==> src/tcec_pkg.sv <==
`timescale 1ns / 1ps
// ---------------------------------------------------------------------------
// tcec_pkg: shared types and constants
// Slot count, coordinate width, event codes and the token that walks the
// cell chain.
// ---------------------------------------------------------------------------
package tcec_pkg;

  localparam int MaxContacts = 8;
  localparam int CoordBits   = 16;
  localparam int IdBits      = 32;

  typedef enum logic [1:0] {
    EV_DOWN = 2'd0,
    EV_UP   = 2'd1,
    EV_MOVE = 2'd2,
    EV_SAME = 2'd3
  } event_e;

  // Report in flight through the chain, with its search status.
  typedef struct packed {
    logic [IdBits-1:0]    id;
    logic                 on;
    logic [CoordBits-1:0] x;
    logic [CoordBits-1:0] y;
    logic                 done;       // hit or stored in an earlier cell
    logic                 any_valid;  // passed at least one filled slot
    event_e               ev;
  } token_t;

endpackage

==> src/tcec_cell.sv <==
`timescale 1ns / 1ps
// ---------------------------------------------------------------------------
// tcec_cell: one contact slot
// Holds one table entry, checks the passing token against it, updates or
// claims the slot and hands the token to the next cell.
// ---------------------------------------------------------------------------
module tcec_cell (
  input  logic            clk_i,
  input  logic            rst_ni,
  input  logic            tok_vld_i,
  input  tcec_pkg::token_t tok_i,
  output logic            tok_vld_o,
  output tcec_pkg::token_t tok_o
);

  logic                           slot_vld_q, slot_vld_d;
  logic [tcec_pkg::IdBits-1:0]    slot_id_q;
  logic                           slot_on_q;
  logic [tcec_pkg::CoordBits-1:0] slot_x_q;
  logic [tcec_pkg::CoordBits-1:0] slot_y_q;

  logic             hit, claim;
  tcec_pkg::token_t tok_d;
  logic             tok_vld_q;
  tcec_pkg::token_t tok_q;

  assign hit   = tok_vld_i && !tok_i.done && slot_vld_q && (slot_id_q == tok_i.id);
  assign claim = tok_vld_i && !tok_i.done && !slot_vld_q;
  assign slot_vld_d = slot_vld_q | claim;

  always_comb begin
    tok_d = tok_i;
    if (slot_vld_q) begin
      tok_d.any_valid = 1'b1;
    end
    priority if (hit) begin
      tok_d.done = 1'b1;
      priority if (slot_on_q && tok_i.on) begin
        tok_d.ev = ((slot_x_q == tok_i.x) && (slot_y_q == tok_i.y)) ?
                   tcec_pkg::EV_SAME : tcec_pkg::EV_MOVE;
      end else if (tok_i.on) begin
        tok_d.ev = tcec_pkg::EV_DOWN;
      end else begin
        tok_d.ev = tcec_pkg::EV_UP;
      end
    end else if (claim) begin
      // new contact: up when lifted, else down only on an empty table, else a move
      tok_d.done = 1'b1;
      if (!tok_i.on) begin
        tok_d.ev = tcec_pkg::EV_UP;
      end else if (tok_i.any_valid) begin
        tok_d.ev = tcec_pkg::EV_MOVE;
      end else begin
        tok_d.ev = tcec_pkg::EV_DOWN;
      end
    end else begin
      tok_d.done = tok_i.done;
    end
  end

  always_ff @(posedge clk_i or negedge rst_ni) begin
    if (!rst_ni) begin
      slot_vld_q <= 1'b0;
      tok_vld_q  <= 1'b0;
    end else begin
      slot_vld_q <= slot_vld_d;
      tok_vld_q  <= tok_vld_i;
    end
  end

  always_ff @(posedge clk_i) begin
    tok_q <= tok_d;
    if (hit || claim) begin
      slot_id_q <= tok_i.id;
      slot_on_q <= tok_i.on;
      slot_x_q  <= tok_i.x;
      slot_y_q  <= tok_i.y;
    end
  end

  assign tok_vld_o = tok_vld_q;
  assign tok_o     = tok_q;

endmodule

==> src/touch_contact_event_classifier.sv <==
`timescale 1ns / 1ps
// ---------------------------------------------------------------------------
// touch_contact_event_classifier: touch report to contact event
// Row of contact slots searched by a token that moves one slot per cycle.
// ---------------------------------------------------------------------------
// Usage:
//   Input channel: in_valid_i / in_stall_o carry one report (contact_id_i,
//   on_surface_i, pos_x_i, pos_y_i); a transfer happens when valid is high
//   and stall is low. Output channel: out_valid_o / out_stall_i carry one
//   result (event_kind_o, table_full_o) per report.
//   Pipeline: the first slot cell checks the report in its transfer cycle,
//   then the token moves one cell per cycle through each cell's register
//   and lands in the result register, which drives out_valid_o.
//   Flow: one report in flight; the next report is taken in the cycle
//   its predecessor's result transfers, so no new report enters before
//   the last one's result has left.
//   Reset empties every slot and drops any report in flight.
//   While the receiver stalls the result holds and in_stall_o stays high.
//   Slots fill from the lowest index and are never freed; a new contact on
//   a full table is not stored and is flagged by table_full_o.
// ---------------------------------------------------------------------------
module touch_contact_event_classifier (
  input  logic        clk_i,
  input  logic        rst_ni,
  input  logic        in_valid_i,
  output logic        in_stall_o,
  input  logic [31:0] contact_id_i,
  input  logic        on_surface_i,
  input  logic [15:0] pos_x_i,
  input  logic [15:0] pos_y_i,
  output logic        out_valid_o,
  input  logic        out_stall_i,
  output logic [1:0]  event_kind_o,
  output logic        table_full_o
);

  localparam int N = tcec_pkg::MaxContacts;

  logic             [N:0] chain_vld;
  tcec_pkg::token_t       chain_tok [N+1];

  logic            busy_q, busy_d;
  logic            out_valid_q, out_valid_d;
  tcec_pkg::event_e ev_q, ev_d;
  logic            full_q, full_d;
  logic            in_xfer, out_xfer;

  assign out_xfer   = out_valid_q && !out_stall_i;
  // take a new report when idle or when the pending result leaves now
  assign in_stall_o = busy_q && !out_xfer;
  assign in_xfer    = in_valid_i && !in_stall_o;

  // inject the report at the head of the chain
  assign chain_vld[0] = in_xfer;
  assign chain_tok[0] = '{id:        contact_id_i,
                          on:        on_surface_i,
                          x:         pos_x_i[tcec_pkg::CoordBits-1:0],
                          y:         pos_y_i[tcec_pkg::CoordBits-1:0],
                          done:      1'b0,
                          any_valid: 1'b0,
                          ev:        tcec_pkg::EV_UP};

  for (genvar k = 0; k < N; k++) begin : g_cell
    tcec_cell u_cell (
      .clk_i     (clk_i),
      .rst_ni    (rst_ni),
      .tok_vld_i (chain_vld[k]),
      .tok_i     (chain_tok[k]),
      .tok_vld_o (chain_vld[k+1]),
      .tok_o     (chain_tok[k+1])
    );
  end

  // result capture at the tail; a token that nobody took means a full table
  always_comb begin
    busy_d      = busy_q;
    out_valid_d = out_valid_q;
    ev_d        = ev_q;
    full_d      = full_q;
    if (out_xfer) begin
      out_valid_d = 1'b0;
      busy_d      = 1'b0;
    end
    if (in_xfer) begin
      busy_d = 1'b1;
    end
    if (chain_vld[N]) begin
      out_valid_d = 1'b1;
      if (chain_tok[N].done) begin
        ev_d   = chain_tok[N].ev;
        full_d = 1'b0;
      end else begin
        ev_d   = chain_tok[N].on ? tcec_pkg::EV_MOVE : tcec_pkg::EV_UP;
        full_d = 1'b1;
      end
    end
  end

  always_ff @(posedge clk_i or negedge rst_ni) begin
    if (!rst_ni) begin
      busy_q      <= 1'b0;
      out_valid_q <= 1'b0;
    end else begin
      busy_q      <= busy_d;
      out_valid_q <= out_valid_d;
    end
  end

  always_ff @(posedge clk_i) begin
    ev_q   <= ev_d;
    full_q <= full_d;
  end

  assign out_valid_o  = out_valid_q;
  assign event_kind_o = ev_q;
  assign table_full_o = full_q;

`ifndef ASSERT_OFF
  a_one_token : assert property (@(posedge clk_i) disable iff (!rst_ni)
    $countones(chain_vld[N:1]) <= 1)
    else $error("more than one report in the chain");

  a_chain_busy : assert property (@(posedge clk_i) disable iff (!rst_ni)
    (|chain_vld[N:1]) |-> (busy_q && in_stall_o))
    else $error("chain active while input not stalled");

  a_result_alone : assert property (@(posedge clk_i) disable iff (!rst_ni)
    out_valid_q |-> !(|chain_vld[N:1]))
    else $error("result pending while chain active");

  a_full_event : assert property (@(posedge clk_i) disable iff (!rst_ni)
    (out_valid_q && full_q) |-> (ev_q == tcec_pkg::EV_MOVE || ev_q == tcec_pkg::EV_UP))
    else $error("table full with a down or unchanged event");
`endif

endmodule

==> config.mk <==
export PLATFORM = sky130hd
export DESIGN_NAME = touch_contact_event_classifier
export DESIGN_NICKNAME = d
export VERILOG_FILES = /design/src/tcec_pkg.sv /design/src/tcec_cell.sv /design/src/touch_contact_event_classifier.sv
export SDC_FILE = /design/constraint.sdc
export NUM_CORES = 1
export LEC_CHECK = 0
export ABC_CLOCK_PERIOD_IN_PS = 3600
export BUFFER_PORTS_ARGS = -buffer_cell sky130_fd_sc_hd__buf_2
export CAP_MARGIN = 20
export CORE_MARGIN = 5
export CORE_UTILIZATION = 61
export DETAILED_ROUTE_END_ITERATION = 10
export PLACE_DENSITY = 0.78
export SETUP_SLACK_MARGIN = 0.15
export SYNTH_ARGS = -nofsm -noshare
export SYNTH_HDL_FRONTEND = slang
export SYNTH_HIERARCHICAL = 1
export SYNTH_SLANG_ARGS = --single-unit
==> constraint.sdc <==
create_clock -name clk_i -period 3.6 [get_ports clk_i]
set_clock_uncertainty 0.15 [all_clocks]
set_input_delay 0.54 -clock clk_i [delete_from_list [all_inputs] [get_ports clk_i]]
set_output_delay 0.54 -clock clk_i [all_outputs]
set_load 0.02 [all_outputs]
==> impl_metrics.ini <==
[run_status]
status = completed

[synthesis]
syn_avg_cell_area_sq_um = 17.57
netlist_area_sq_um = 32300
ys.warnings.count = 6
synthCells = 1838

[worst_setup_path]
critical_path_required_ns = 3.74
reg2reg_from = g_cell[1].u_cell/slot_id_q[11]$_DFFE_PP_
end_kind = register
crit_start = contact_id_i[20]
path_cells = dlygate4sd3_1, buf_2, xor2_1, nor4_1, nand4_1, nor3_2, or2_2, buf_12
arrival_ns = 3.12
startpoint_type_of_the_worst_setup_path = input port
critPathMaxFanout = 32
worst_path_max_delay_cell = nor4_1
setup.worst_path.class = input port to register
largest_stage_delay_on_the_critical_path_ns = 0.64

[floorplan]
die_width_um = 240.1
initial_utilization_pct = 61.47
fp.coreArea_sq_um = 52550
die_y_um = 240.1
ioPinCount = 74
placement_rows = 84
die_area_sq_um = 57660

[hold_path]
timing.hold.worst.class = register to register
min-delay-start = g_cell[4].u_cell/tok_o[10]$_DFF_P_

[power]
worst_ir_drop_vdd_v = 0.0006798
power.density_nw_per_um2 = 618.4
leakagePower_nw = 13.60

[detailed_routing]
detail_route.wl_per_cell_um = 17.68
detailedRoute.firstIterationViolations = 726
met1Wirelength_um = 21350
total_number_of_vias = 14600
remaining_drc_errors = 0
dr_wl_met3_um = 1771
vias_per_cell = 5.116
drt_first_pass_iters = 5
detail-route-antenna-nets = 0
routed.top_layer = met4
routed-wl-met2_um = 24780
drt_wirelength_um = 50470

[layout]
final_layout_size_suffix_gt1_share_pct = 12.11
final_net_count = 2156
multi_input_comb_area_sq_um = 6409
layout-area-overhead-vs-synth_pct = 16.00
seqCellArea_sq_um = 25900
fill_count = 3005

[clocking]
clk_latency_ns = 0.61
clk_buf_depth = 3
cts-root-buf = clkbuf_16
clk_pin_slew_ns = 0.06
post-cts-setup-buffers = 0
cts_hold_repair.buffers = 68
tritoncts = done
cts.repair.resized = 0
htree_levels = 3
cts.sinks = 1028
cts_made_buffers = 90

[grt]
first_pass_grt_wire_length_um = 82390
grt_remaining_overflow = 0
grt_start_max_net_pins = 67
track_usage_pct = 17.91
number_of_global_route_vias_before_repair = 15680
antenna_violations_before_repair = 2

[placed_design]
hpwlAfterDp_um = 31320
pre_cts_ws_ns = 0.7089
globalplace.congestion = 0.8079
buffer_ports.inserted = 73

[sta]
setup_repair_after_global_routing_missed_its_margin = false
setup_ws_ns = 0.6243
slew_headroom_pct = 44.32
timing_max_transition_violations_final = 0
min_period_over_period_pct = 82.66
min_period_ns = 2.976
max_slew.worst_pin.slew_ns = 0.8275
timing.final.hold_violations = 0
fmax_mhz = 336.1
fin_tns_setup_ns = 0
setup_viol = 0

[job]
timing.max_cap.violations = 0
## report_power, final
| group | switching [mW] | internal [mW] |
|---|---|---|
| Combinational | 0.275 | 0.313 |
| Sequential | 0.339 | 12.7 |
| Clock | 3.89 | 5.63 |
| Total | 4.51 | 18.7 |
## routing by layer
layer,global-route usage (%),vias to the layer above
met3,3.051,118
li1,-,7066
met1,23.47,7110
met4,9.715,0
met2,28.96,308
met5,0,-
## through the flow
stage | hold WS, ns | cell area (sq um) | cells | util (%) | power [mW]
2_1_floorplan | 0.09441 | 32320 | 1842 | - | 13.54
3_3_place_gp | 0.2140 | 33750 | 2615 | 64.22 | 13.74
3_5_place_dp | 0.2114 | 33750 | 2615 | 64.22 | 13.81
4_1_cts | 0.2187 | 37460 | 2851 | 71.29 | 23.31
5_1_grt | 0.2310 | 37470 | 2853 | 71.30 | 24.01
6_report | 0.2179 | 37470 | 2854 | 71.30 | 23.17
## area by class of cell
| cell class | count | share of cell area (%) |
|---|---|---|
| repair buffers | 153 | 3.332 |
| well taps | 688 | 2.297 |
| clock inverters | 29 | 0.7580 |
| flip-flops and latches | 1028 | 69.13 |
| diodes | 3 | 0.02003 |
| inverters | 1 | 0.01002 |
| clock buffers | 139 | 7.346 |
| multi-input cells | 813 | 17.10 |
## sequential cells by signal (all words and copies together), names as in the netlist, 2 cells and up
name and cells:
g_cell.u_cell/tok_vld_o 8, event_kind_o 2, g_cell.u_cell/slot_x_q 128, g_cell.u_cell/slot_vld_q 8, g_cell.u_cell/slot_on_q 8, g_cell.u_cell/tok_o 487
g_cell.u_cell/slot_id_q 256, g_cell.u_cell/slot_y_q 128
## worst max-delay path, delay by kind of cell
| kind | cells | cell delay [ns] |
|---|---|---|
| xor gates and xnor gates | 1 | 0.17 |
| buffers and inverters | 3 | 0.89 |
| and+or+nand+nor | 4 | 1.49 |
## placed cells by master, fill, tap and decap left out, drive strengths merged
master and count:
xor2 432, dlygate4sd3 68, bufinv 5, o311ai 8, conb 6, or2 15, nand3 24, clkbuf 139
o21ai 9, a21boi 1, clkinv 18, nor3b 8, nor3 16, mux2 1, nand2b 17, nand2 17
buf 85, nand4 32, edfxtp 523, or3 8, dfrtp 18, nor2 8, mux2i 8, xnor2 80
and2 1, diode 3, o211a 8, nor4 104, a21o 2, clkinvlp 2, a31o 8, inv 5
dfxtp 487
## final timing paths
check,end,slack (ns),depth (start not counted)
worst max register to register,g_cell[1].u_cell/slot_id_q[28]$_DFFE_PP_,0.76,6
min in group asynchronous,out_valid_o$_DFFE_PN0P_,0.27,2
worst min-delay path,g_cell[5].u_cell/tok_o[10]$_DFF_P_,0.22,0
worst max-delay path,g_cell[0].u_cell/slot_id_q[25]$_DFFE_PP_,0.62,8
max in group asynchronous,g_cell[4].u_cell/tok_vld_o$_DFF_PN0_,2.69,2
worst min register to register,g_cell[5].u_cell/tok_o[10]$_DFF_P_,0.22,0
(Power assumes the default switching activity.)
